File: config.mk
export PLATFORM = sky130hd
export DESIGN_NAME = subtractive_random_generator
export DESIGN_NICKNAME = d
export VERILOG_FILES = /design/src/design/srg_pkg.sv /design/src/design/srg_ram.sv /design/src/design/srg_rem.sv /design/src/design/subtractive_random_generator.sv
export SDC_FILE = /design/constraint.sdc
export NUM_CORES = 2
export LEC_CHECK = 0
export BUFFER_PORTS_ARGS = -buffer_cell sky130_fd_sc_hd__buf_2
export CORE_MARGIN = 1.5
export CORE_UTILIZATION = 35
export DETAILED_ROUTE_END_ITERATION = 6
export RECOVER_POWER = 100
export SYNTH_ARGS = -nofsm -noshare
export SYNTH_HDL_FRONTEND = slang
export SYNTH_HIERARCHICAL = 1
export SYNTH_SLANG_ARGS = --single-unit
File: constraint.sdc
create_clock -name clk_i -period 6.6 [get_ports clk_i]
set_clock_uncertainty 0.2 [all_clocks]
set_input_delay 0.66 -clock clk_i [delete_from_list [all_inputs] [get_ports clk_i]]
set_output_delay 0.66 -clock clk_i [all_outputs]
set_load 0.005 [all_outputs]
File: src/design/srg_pkg.sv
// ---------------------------------------------------------------------------
// srg_pkg: shared types and constants of the subtractive random generator
// Lag-table geometry, seeding constants and the sequencer state encoding.
// ---------------------------------------------------------------------------
package srg_pkg;

  localparam int unsigned WordW   = 31;
  localparam int unsigned TblLen  = 55;
  localparam int unsigned IdxW    = 6;
  localparam int unsigned BoundW  = 32;

  localparam logic [IdxW-1:0] LastIdx    = IdxW'(TblLen - 1);
  localparam logic [IdxW-1:0] LagShort   = IdxW'(24);
  localparam logic [IdxW-1:0] LagOffset  = IdxW'(31);
  localparam logic [IdxW-1:0] SeedStep   = IdxW'(21);
  localparam logic [2:0]      RefreshCnt = 3'd7;

  localparam logic [WordW-1:0]  SeedReset = 31'd2147169489;
  localparam logic [BoundW-1:0] Two31     = 32'h8000_0000;

  typedef enum logic [1:0] {
    MODE_RESEED  = 2'd0,
    MODE_RAW     = 2'd1,
    MODE_BOUNDED = 2'd2,
    MODE_NONE    = 2'd3
  } mode_e;

  typedef enum logic [11:0] {
    ST_IDLE       = 12'b0000_0000_0001,
    ST_SEED_TOP   = 12'b0000_0000_0010,
    ST_SEED_WR    = 12'b0000_0000_0100,
    ST_SEED_SUB   = 12'b0000_0000_1000,
    ST_REF_RD     = 12'b0000_0001_0000,
    ST_REF_WR     = 12'b0000_0010_0000,
    ST_DRAW_START = 12'b0000_0100_0000,
    ST_DRAW_RD    = 12'b0000_1000_0000,
    ST_DRAW_CHK   = 12'b0001_0000_0000,
    ST_DIV_LIM    = 12'b0010_0000_0000,
    ST_DIV_VAL    = 12'b0100_0000_0000,
    ST_DONE       = 12'b1000_0000_0000
  } state_e;

  // Request to the remainder unit.
  typedef struct packed {
    logic              start;
    logic [BoundW-1:0] dividend;
    logic [BoundW-1:0] divisor;
  } div_req_t;

  // Status from the remainder unit.
  typedef struct packed {
    logic              busy;
    logic              done;
    logic [BoundW-1:0] rem;
  } div_rsp_t;

  // Rotate a 31-bit seed right by one bit.
  function automatic logic [WordW-1:0] seed_rotate(input logic [WordW-1:0] s);
    return {s[0], s[WordW-1:1]};
  endfunction

endpackage

File: src/design/srg_ram.sv
// ---------------------------------------------------------------------------
// srg_ram: generic RAM
// One write port and two read ports, read data registered.
// ---------------------------------------------------------------------------
module srg_ram #(
  parameter int unsigned Width = 31,
  parameter int unsigned Depth = 55
) (
  input  logic                     clk_i,
  input  logic                     we_i,
  input  logic [$clog2(Depth)-1:0] waddr_i,
  input  logic [Width-1:0]         wdata_i,
  input  logic [$clog2(Depth)-1:0] raddr_a_i,
  input  logic [$clog2(Depth)-1:0] raddr_b_i,
  output logic [Width-1:0]         rdata_a_o,
  output logic [Width-1:0]         rdata_b_o
);

  logic [Width-1:0] mem_q [Depth];

  always_ff @(posedge clk_i) begin
    if (we_i) begin
      mem_q[waddr_i] <= wdata_i;
    end
    rdata_a_o <= mem_q[raddr_a_i];
    rdata_b_o <= mem_q[raddr_b_i];
  end

endmodule

File: src/design/srg_rem.sv
// ---------------------------------------------------------------------------
// srg_rem: iterative unsigned remainder
// Restoring remainder of two 32-bit values, one quotient bit per cycle.
// ---------------------------------------------------------------------------
module srg_rem (
  input  logic             clk_i,
  input  logic             rst_ni,
  input  srg_pkg::div_req_t req_i,
  output srg_pkg::div_rsp_t rsp_o
);
  import srg_pkg::*;

  localparam int unsigned CntW = $clog2(BoundW);

  logic [BoundW-1:0] dvd_q, dvd_d;
  logic [BoundW-1:0] dvs_q, dvs_d;
  logic [BoundW-1:0] rem_q, rem_d;
  logic [CntW-1:0]   cnt_q, cnt_d;
  logic              busy_q, busy_d;
  logic              done_q, done_d;
  logic [BoundW:0]   shifted;
  logic [BoundW:0]   diff;

  assign shifted = {rem_q, dvd_q[BoundW-1]};
  assign diff    = shifted - {1'b0, dvs_q};

  always_comb begin
    dvd_d  = dvd_q;
    dvs_d  = dvs_q;
    rem_d  = rem_q;
    cnt_d  = cnt_q;
    busy_d = busy_q;
    done_d = 1'b0;
    if (req_i.start && !busy_q) begin
      dvd_d  = req_i.dividend;
      dvs_d  = req_i.divisor;
      rem_d  = '0;
      cnt_d  = '0;
      busy_d = 1'b1;
    end else if (busy_q) begin
      dvd_d = {dvd_q[BoundW-2:0], 1'b0};
      // The remainder stays below the divisor, so it fits in 32 bits.
      if (!diff[BoundW]) begin
        rem_d = diff[BoundW-1:0];
      end else begin
        rem_d = shifted[BoundW-1:0];
      end
      cnt_d = cnt_q + 1'b1;
      if (cnt_q == CntW'(BoundW - 1)) begin
        busy_d = 1'b0;
        done_d = 1'b1;
      end
    end
  end

  always_ff @(posedge clk_i or negedge rst_ni) begin
    if (!rst_ni) begin
      busy_q <= 1'b0;
      done_q <= 1'b0;
      cnt_q  <= '0;
    end else begin
      busy_q <= busy_d;
      done_q <= done_d;
      cnt_q  <= cnt_d;
    end
  end

  always_ff @(posedge clk_i) begin
    dvd_q <= dvd_d;
    dvs_q <= dvs_d;
    rem_q <= rem_d;
  end

  assign rsp_o.busy = busy_q;
  assign rsp_o.done = done_q;
  assign rsp_o.rem  = rem_q;

  a_no_restart: assert property (@(posedge clk_i) disable iff (!rst_ni)
    busy_q |-> !done_q)
    else $error("remainder unit reports done while still busy");

  a_done_after_busy: assert property (@(posedge clk_i) disable iff (!rst_ni)
    done_q |-> $past(busy_q))
    else $error("remainder done without a preceding busy cycle");

  a_rem_below_divisor: assert property (@(posedge clk_i) disable iff (!rst_ni)
    done_q |-> (rem_q < dvs_q))
    else $error("remainder not below divisor");

endmodule

File: src/design/subtractive_random_generator.sv
// ---------------------------------------------------------------------------
// subtractive_random_generator: lagged-Fibonacci generator, lags 55 and 24
// Sequencer around a 55-word lag table, one shared 31-bit subtractor and an
// iterative remainder unit for bounded draws.
// ---------------------------------------------------------------------------
//  Channel  Direction  Handshake               Payload
//  in       input      in_valid_i/in_ready_o   mode_i, modulus_i
//  out      output     out_valid_o/out_ready_i value_o
//  cfg      input      cfg_we_i (no wait)      cfg_wdata_i (seed)
//
// A raw draw reads one table word, after a refresh pass once the words run
// out; a refresh pass rewrites each word via the RAM's single write port. A
// reseed writes the table and then runs seven refresh passes. A bounded draw
// adds a bit-serial remainder for the limit and one for the final value, plus
// one raw draw per rejected word. Reset needs no clearing pass: a table-valid
// flag makes an unwritten table read as zeros. One beat is in work at a time;
// a finished result waits in the output register.
// ---------------------------------------------------------------------------
module subtractive_random_generator (
  input  logic                       clk_i,
  input  logic                       rst_ni,
  input  logic                       cfg_we_i,
  input  logic [srg_pkg::WordW-1:0]  cfg_wdata_i,
  input  logic                       in_valid_i,
  output logic                       in_ready_o,
  input  logic [1:0]                 mode_i,
  input  logic [srg_pkg::BoundW-1:0] modulus_i,
  output logic                       out_valid_o,
  input  logic                       out_ready_i,
  output logic [srg_pkg::WordW-1:0]  value_o
);
  import srg_pkg::*;

  state_e state_q, state_d;

  logic [WordW-1:0]  seed_q;
  logic [WordW-1:0]  s_q, s_d, prev_q, prev_d, nxt_q, nxt_d, t_q, t_d;
  logic [IdxW-1:0]   pos_q, pos_d;
  logic [IdxW:0]     pos_sum;
  logic [IdxW-1:0]   k_q, k_d;
  logic [2:0]        pass_q, pass_d;
  logic [IdxW-1:0]   idx_q, idx_d;
  logic [IdxW-1:0]   draw_addr_q, draw_addr_d;
  logic              tbl_valid_q, tbl_valid_d;
  logic              after_seed_q, after_seed_d;
  logic              bounded_q, bounded_d;
  logic [BoundW-1:0] m_q, m_d;
  logic [BoundW-1:0] limit_q, limit_d;
  logic [WordW-1:0]  result_q, result_d;
  logic              out_valid_q, out_valid_d;
  logic [WordW-1:0]  value_q, value_d;

  logic              ram_we;
  logic [IdxW-1:0]   ram_waddr, ram_raddr_a, ram_raddr_b;
  logic [WordW-1:0]  ram_wdata, ram_rdata_a, ram_rdata_b;
  logic [WordW-1:0]  rd_a, rd_b;

  logic [WordW-1:0]  sub_a, sub_b, sub_y;
  div_req_t          div_req;
  div_rsp_t          div_rsp;
  logic              in_beat;

  srg_ram #(
    .Width (WordW),
    .Depth (TblLen)
  ) u_table (
    .clk_i     (clk_i),
    .we_i      (ram_we),
    .waddr_i   (ram_waddr),
    .wdata_i   (ram_wdata),
    .raddr_a_i (ram_raddr_a),
    .raddr_b_i (ram_raddr_b),
    .rdata_a_o (ram_rdata_a),
    .rdata_b_o (ram_rdata_b)
  );

  srg_rem u_rem (
    .clk_i  (clk_i),
    .rst_ni (rst_ni),
    .req_i  (div_req),
    .rsp_o  (div_rsp)
  );

  // Until the table has been fully written once it reads as all zeros.
  assign rd_a = tbl_valid_q ? ram_rdata_a : '0;
  assign rd_b = tbl_valid_q ? ram_rdata_b : '0;

  // The one shared subtractor; the 31-bit wrap is the modulus.
  always_comb begin
    unique case (state_q)
      ST_SEED_WR: begin
        sub_a = prev_q;
        sub_b = nxt_q;
      end
      ST_SEED_SUB: begin
        sub_a = t_q;
        sub_b = s_q;
      end
      ST_REF_WR: begin
        sub_a = rd_a;
        sub_b = rd_b;
      end
      default: begin
        sub_a = '0;
        sub_b = '0;
      end
    endcase
  end
  assign sub_y = sub_a - sub_b;

  // Table port control.
  always_comb begin
    ram_we      = 1'b0;
    ram_waddr   = k_q;
    ram_wdata   = sub_y;
    ram_raddr_a = k_q;
    ram_raddr_b = (k_q < LagShort) ? (k_q + LagOffset) : (k_q - LagShort);
    unique case (state_q)
      ST_SEED_TOP: begin
        ram_we    = 1'b1;
        ram_waddr = LastIdx;
        ram_wdata = s_q;
      end
      ST_SEED_WR: begin
        ram_we    = 1'b1;
        ram_waddr = pos_q - 1'b1;
        ram_wdata = nxt_q;
      end
      ST_REF_WR: begin
        ram_we = 1'b1;
      end
      ST_DRAW_RD: begin
        ram_raddr_a = draw_addr_q;
      end
      default: begin
      end
    endcase
  end

  assign pos_sum    = {1'b0, pos_q} + {1'b0, SeedStep};
  assign in_ready_o = (state_q == ST_IDLE);
  assign in_beat    = in_valid_i && in_ready_o;

  always_comb begin
    state_d      = state_q;
    s_d          = s_q;
    prev_d       = prev_q;
    nxt_d        = nxt_q;
    t_d          = t_q;
    pos_d        = pos_q;
    k_d          = k_q;
    pass_d       = pass_q;
    idx_d        = idx_q;
    draw_addr_d  = draw_addr_q;
    tbl_valid_d  = tbl_valid_q;
    after_seed_d = after_seed_q;
    bounded_d    = bounded_q;
    m_d          = m_q;
    limit_d      = limit_q;
    result_d     = result_q;
    out_valid_d  = out_valid_q;
    value_d      = value_q;

    div_req.start    = 1'b0;
    div_req.dividend = Two31;
    div_req.divisor  = m_q;

    if (out_valid_q && out_ready_i) begin
      out_valid_d = 1'b0;
    end

    unique case (state_q)
      ST_IDLE: begin
        if (in_beat) begin
          result_d = '0;
          unique case (mode_e'(mode_i))
            MODE_RESEED: begin
              s_d          = seed_q;
              prev_d       = seed_q;
              nxt_d        = WordW'(1);
              pos_d        = SeedStep;
              tbl_valid_d  = 1'b1;
              after_seed_d = 1'b1;
              state_d      = ST_SEED_TOP;
            end
            MODE_RAW: begin
              bounded_d    = 1'b0;
              after_seed_d = 1'b0;
              state_d      = ST_DRAW_START;
            end
            MODE_BOUNDED: begin
              bounded_d    = 1'b1;
              after_seed_d = 1'b0;
              // Zero or anything above 2^31 counts as 2^31.
              if (modulus_i == '0 || modulus_i > Two31) begin
                m_d = Two31;
              end else begin
                m_d = modulus_i;
              end
              div_req.start    = 1'b1;
              div_req.dividend = Two31;
              div_req.divisor  = m_d;
              state_d          = ST_DIV_LIM;
            end
            default: begin
              state_d = ST_DONE;
            end
          endcase
        end
      end
      ST_SEED_TOP: begin
        state_d = ST_SEED_WR;
      end
      ST_SEED_WR: begin
        t_d    = sub_y;
        prev_d = nxt_q;
        s_d    = seed_rotate(s_q);
        pos_d  = (pos_sum >= (IdxW+1)'(TblLen)) ? IdxW'(pos_sum - (IdxW+1)'(TblLen))
                                                 : pos_sum[IdxW-1:0];
        state_d = ST_SEED_SUB;
      end
      ST_SEED_SUB: begin
        nxt_d = sub_y;
        if (pos_q == '0) begin
          k_d     = '0;
          pass_d  = RefreshCnt;
          state_d = ST_REF_RD;
        end else begin
          state_d = ST_SEED_WR;
        end
      end
      ST_REF_RD: begin
        state_d = ST_REF_WR;
      end
      ST_REF_WR: begin
        if (k_q == LastIdx) begin
          k_d = '0;
          if (pass_q == 3'd1) begin
            tbl_valid_d = 1'b1;
            idx_d       = LastIdx;
            pass_d      = '0;
            if (after_seed_q) begin
              state_d = ST_DONE;
            end else begin
              draw_addr_d = LastIdx;
              state_d     = ST_DRAW_RD;
            end
          end else begin
            pass_d  = pass_q - 1'b1;
            state_d = ST_REF_RD;
          end
        end else begin
          k_d     = k_q + 1'b1;
          state_d = ST_REF_RD;
        end
      end
      ST_DRAW_START: begin
        if (idx_q == '0 || idx_q > LastIdx) begin
          k_d     = '0;
          pass_d  = 3'd1;
          state_d = ST_REF_RD;
        end else begin
          draw_addr_d = idx_q - 1'b1;
          idx_d       = idx_q - 1'b1;
          state_d     = ST_DRAW_RD;
        end
      end
      ST_DRAW_RD: begin
        state_d = ST_DRAW_CHK;
      end
      ST_DRAW_CHK: begin
        if (!bounded_q) begin
          result_d = rd_a;
          state_d  = ST_DONE;
        end else if ({1'b0, rd_a} >= limit_q) begin
          state_d = ST_DRAW_START;
        end else begin
          div_req.start    = 1'b1;
          div_req.dividend = {1'b0, rd_a};
          state_d          = ST_DIV_VAL;
        end
      end
      ST_DIV_LIM: begin
        if (div_rsp.done) begin
          limit_d = Two31 - div_rsp.rem;
          state_d = ST_DRAW_START;
        end
      end
      ST_DIV_VAL: begin
        if (div_rsp.done) begin
          result_d = div_rsp.rem[WordW-1:0];
          state_d  = ST_DONE;
        end
      end
      ST_DONE: begin
        if (!out_valid_q || out_ready_i) begin
          out_valid_d = 1'b1;
          value_d     = result_q;
          state_d     = ST_IDLE;
        end
      end
      default: begin
        state_d = ST_IDLE;
      end
    endcase
  end

  always_ff @(posedge clk_i or negedge rst_ni) begin
    if (!rst_ni) begin
      state_q      <= ST_IDLE;
      seed_q       <= SeedReset;
      idx_q        <= '0;
      tbl_valid_q  <= 1'b0;
      out_valid_q  <= 1'b0;
      pass_q       <= '0;
      k_q          <= '0;
      pos_q        <= '0;
      after_seed_q <= 1'b0;
      bounded_q    <= 1'b0;
    end else begin
      state_q      <= state_d;
      if (cfg_we_i) begin
        seed_q <= cfg_wdata_i;
      end
      idx_q        <= idx_d;
      tbl_valid_q  <= tbl_valid_d;
      out_valid_q  <= out_valid_d;
      pass_q       <= pass_d;
      k_q          <= k_d;
      pos_q        <= pos_d;
      after_seed_q <= after_seed_d;
      bounded_q    <= bounded_d;
    end
  end

  always_ff @(posedge clk_i) begin
    s_q         <= s_d;
    prev_q      <= prev_d;
    nxt_q       <= nxt_d;
    t_q         <= t_d;
    draw_addr_q <= draw_addr_d;
    m_q         <= m_d;
    limit_q     <= limit_d;
    result_q    <= result_d;
    value_q     <= value_d;
  end

  assign out_valid_o = out_valid_q;
  assign value_o     = value_q;

  a_idx_range: assert property (@(posedge clk_i) disable iff (!rst_ni)
    idx_q <= LastIdx)
    else $error("draw index left the table");

  a_write_states: assert property (@(posedge clk_i) disable iff (!rst_ni)
    ram_we |-> (state_q == ST_SEED_TOP || state_q == ST_SEED_WR ||
                state_q == ST_REF_WR))
    else $error("table written outside seeding or refresh");

  a_pass_live: assert property (@(posedge clk_i) disable iff (!rst_ni)
    (state_q == ST_REF_RD || state_q == ST_REF_WR) |-> (pass_q != '0))
    else $error("refresh running with no pass left");

  a_div_idle_start: assert property (@(posedge clk_i) disable iff (!rst_ni)
    div_req.start |-> !div_rsp.busy)
    else $error("remainder unit started while busy");

  a_result_after_done: assert property (@(posedge clk_i) disable iff (!rst_ni)
    $rose(out_valid_q) |-> $past(state_q == ST_DONE))
    else $error("result beat raised outside the done state");

endmodule
Word-level counts from Yosys, hierarchy flattened
Memory sizes are Yosys's and may differ from the RTL's. A register that Yosys moved wholly into a read port is not among the register bits. Index checks and enable logic that the tools add are counted.

Flip-flop bits (word level): 427. Bits in writable memories: 1705. Bits of input ports: 70. Memories: 1.

$add $sub $neg: 12. Order comparisons: 5. Eq/ne operators: 29. Muxes and demuxes: 84. Reduce and logical (&&, ||, !) cells: 37.

Memories: u_table.mem_q (depth 55, width 31, rd ports 2, clocked after memory_dff 2, write ports 1, RTL line srg_ram.sv:19) `logic [Width-1:0] mem_q [Depth];`.

Operator list (count): 31-bit two-way mux (9); 31-bit case mux with 3 select lines (3); 31-bit case mux with 2 select lines (4); 32-bit two-way mux (5); 12-bit case mux with 12 select lines (1); 65-bit two-way mux (2); 12-bit two-way mux (8); 6-bit two-way mux (14); 33-bit two-way mux (2); 33-bit case mux with 2 select lines (1); 6-bit case mux with 2 select lines (4); 12-bit case mux with 3 select lines (1); 33-bit by 32-bit subtractor with 33-bit output (1); 31-bit by 32-bit >= comparator with 1-bit output (1); 32-bit greater-than comparator, second input constant (1); 32-bit logical NOT (1); 32-bit subtractor, first input constant (1); 31-bit subtractor (1); 6-bit case mux with 3 select lines (1); 3-bit AND reduction (6); 1-bit two-way mux (16); 2-bit inequality test, second input constant (8); 4-bit AND reduction (4); 5-bit two-way mux (3); 45 further kinds (69).

Logic depth before layout (Yosys ltp)
Word-level depth: 8. Depth in mapped cells: 20. Depth with buffers taken out: 17.

By module
The synthesis kept the hierarchy.

By module, submodules not included: srg_ram (times used 1, cells each 4135, area each 80209.4 um2, seq. area each 52440.3 um2); subtractive_random_generator (times used 1, cells each 1734, area each 18464.0 um2, seq. area each 9416.5 um2); srg_rem (times used 1, cells each 547, area each 5885.6 um2, seq. area each 2737.6 um2).

Least setup slack after synthesis
OpenSTA, ideal clock, no wires.

Path type: register -> register. Start point: register state_q[2]. End point: memory u_table.mem_q[0][28], data pin. Library setup time: 496 ps. Arrival time: 5248 ps. Required time: 5904 ps. Path slack: 656 ps. Stages on the path, launching flop included: 19. Buffers on the path: 2. Clock period less this slack: 5944 ps. Path through: dfrtp_1 nor4_1 and4_1 buf_2 and2_1 clkbuf_1 a222oi_1 inv_1 ha_1 inv_1 fa_1 a211oi_1 o21ai_0 nand3_1 a211oi_1 nor4_1 o21bai_1 xnor2_1 o211ai_1.

Cells in the longest elaborated chain, start to end: 4.

RTL lines: start, declared (RTL line subtractive_random_generator.sv:34) `state_e state_q, state_d;`; start signal, assigned (RTL line subtractive_random_generator.sv:321) `state_q <= state_d;`; 12-bit by 6-bit equality test with 1-bit output, or another cell as far along (RTL line subtractive_random_generator.sv:90) `unique case (state_q)`; 31-bit case mux with 3 select lines (RTL line subtractive_random_generator.sv:90); 31-bit subtractor (RTL line subtractive_random_generator.sv:109) `assign sub_y = sub_a - sub_b;`; 31-bit case mux with 2 select lines * (RTL line subtractive_random_generator.sv:118) `unique case (state_q)`; via ram_wdata[28] (RTL line subtractive_random_generator.sv:55) `logic [WordW-1:0] ram_wdata, ram_rdata_a, ram_rdata_b;`; end, declared (RTL line srg_ram.sv:19).

The timed path passes the listed nets; every way through them passes the cells marked *.

Worst setup path in the final report
Start point: register k_q[2]. End point: register u_table.rdata_b_o[4] (read register of u_table.mem_q).

Cells in the longest elaborated chain, start to end: 2.

RTL lines: start, declared (RTL line subtractive_random_generator.sv:40) `logic [IdxW-1:0] k_q, k_d;`; start signal, assigned (RTL line subtractive_random_generator.sv:329) `k_q <= k_d;`; 6-bit by 5-bit subtractor with 6-bit output, or another cell as far along (RTL line subtractive_random_generator.sv:117) `ram_raddr_b = (k_q < LagShort) ? (k_q + LagOffset) : (k_q - LagShort);`; 6-bit two-way mux * (RTL line subtractive_random_generator.sv:117); via ram_raddr_b[3] (RTL line subtractive_random_generator.sv:54) `logic [IdxW-1:0] ram_waddr, ram_raddr_a, ram_raddr_b;`; end, declared (RTL line srg_ram.sv:16) `output logic [Width-1:0] rdata_b_o`.

Marked as above. A chain may end at the register's enable or synchronous reset.

==> reports/qor.csv <==
stage,metric,value,unit
global_route,overflow,0,
die,die-area,302000,sq um
power,vdd_ir_drop_max,586,uV
die,die_w,550,microns
global_route,grt_pass1_vias,64800,
worst_setup_path,r2r_end,u_table/rdata_b_o[4],
worst_setup_path,r2r_slack,-0.01,ns
worst_setup_path,rr_startpoint,k_q[2],
die,die_y,550,microns
sta,slew_violations,923,
worst_setup_path,reg2reg_depth,9,
worst_setup_path,cp_data_arrival_time,7.02,ns
routing,ant_nets,0,
die,num_rows,200,
routing,wire_per_inst,31.9,microns
sta,period_minus_slack,6.61,ns
layout,syn_to_final_growth,13.4,%
job,cap_violations,27,
placement,place_ws,0.594,ns
global_route,track_usage,0.225,
layout,drive_gt1_frac,0.260,
run_status,violations,"max-capacitance violations, max-slew violations, negative setup slack",
synth,syn_avg_cell_area,16.3,sq um
global_route,grt_pass1_wl,486,mm
routing,drt_iter0_drc,8741,
clocking,cts_buffer_depth,4,
synth,syn_nets,6604,
placement,postPlaceCellArea,111000,sq um
sta,setup_slack,-0.0138,ns
worst_setup_path,crit_end,u_table/rdata_b_o[4],
clocking,numCtsBuffers,227,
run_status,outcome,"complete, but fails checks",
layout,final_cell_mix,"edfxtp_1, mux4_2, nand2_1",
sta,fin_crit_sh,1.00,
sta,fmax,151,MHz
sta,hold_viol,0,
power,p_total,53.8,mW
power,total_leakage_power,39.0,nW
clocking,path_clk_slew,0.06,ns
clocking,cts_tree,built,
layout,final_common_cell,edfxtp_1,
sta,slew_headroom,-1.25,
sta,tightest_slew,3.38,ns
hold_path,hold_class,in2reg,
synth,synth_cells,6415,
placement,portBuffers,102,
synth,synthesis.area,105000,sq um
die,core_area,297000,sq um
sta,whs,0.103,ns
placement,gp_congestion,0.905,
clocking,clock-sinks,2194,
global_route,antenna_found_initial,15,
worst_setup_path,startpoint_type,register,
routing,via_count,65800,
synth,yosysWarnings,6,
sta,finalSetupViolations,1,
clocking,htree_levels,4,
global_route,grt_max_degree,119,
die,pin_count,103,
worst_setup_path,required,7.01,ns
clocking,clk_latency,0.92,ns
routing,drc,0,
layout,stdcell_area,119000,sq um
worst_setup_path,path_class,reg2reg,
worst_setup_path,cp_max_fo,26,
routing,routed_wl,345,mm
layout,finish.net_count,6836,
clocking,ctsRootBufferMaster,clkbuf_16,
routing,dr.pass1.iters,7,
sta,rsz0062_at_grt,no,
worst_setup_path,crit_path_end_kind,register,
clocking,ctsResizeCount,0,
routing,vias_per_cell,6.09,
worst_setup_path,startpoint,k_q[2],
power,powerDensity,454,nW/um^2
placement,dpl.hpwl,219,mm
die,initial_core_util,0.352,
==> layout make-up <==
class / instances / area, sq um
multi-input cells: 3622 / 37200
clock inverters: 124 / 1430
fillers: 26700 / 178000
flip-flops and latches: 2194 / 64600
repair buffers: 427 / 3460
clock buffers: 290 / 6160
diodes: 39 / 97.6
inverters: 175 / 659
well taps: 3939 / 4930
==> worst min-delay path by stage <==
stage	cells after the start	slack [ns]	endpoint	start
2_1_floorplan	0	0.16	after_seed_q	rst_ni
3_3_place_gp	0	0.21	value_o[24]	result_q[24]
3_5_place_dp	0	0.21	value_o[30]	result_q[30]
4_1_cts	2	0.005	m_q[6]	modulus_i[6]
5_1_grt	2	0.08	m_q[6]	modulus_i[6]
6_report	2	0.10	m_q[6]	modulus_i[6]
==> sequential cells by signal, summed over array words and instances, names as in the netlist, 32 cells and up <==
register       count
u_rem/dvs_q       32
limit_q           32
u_rem/rem_q       32
u_table/mem_q   1705
u_rem/dvd_q       32
m_q               32
==> metal layers <==
metal  vias up  track usage  part of all wire
li1      26600            -                 -
met1     34500        0.304              0.39
met2      4003        0.339              0.44
met3       724       0.0558              0.11
met4         8        0.106             0.054
met5         -            0           0.00012
==> through the flow <==
| step | utilization | setup TNS [ns] | cells |
|---|---|---|---|
| 5_1_grt | 0.399 | 0 | 10800 |
| 4_1_cts | 0.401 | 0 | 10800 |
| 6_report | 0.399 | -0.0138 | 10800 |
| 2_1_floorplan | - | 0 | 6415 |
| 3_5_place_dp | 0.374 | 0 | 10300 |
| 3_3_place_gp | 0.374 | 0 | 10300 |
==> report_power, final <==
group	switching (mW)	internal, mW
Clock	5.52	7.75
Sequential	1.04	21.4
Combinational	12.8	5.37
==> repair_timing <==
action	CTS	global route
buffers inserted	0	0
endpoints found under the hold margin	79	0
hold buffers	68	0
==> worst max-delay path: stages, from the launching register on <==
cell	delay, ns
dfrtp_1	0.61
nor3_1	0.16
or3_1	0.33
o21ai_1	1.74
nor2b_1	0.53
clkbuf_2	0.62
nand2_2	0.92
o22ai_1	0.49
a21oi_1	0.14
a31o_1	0.53
Power figures use the tool's default switching activity.
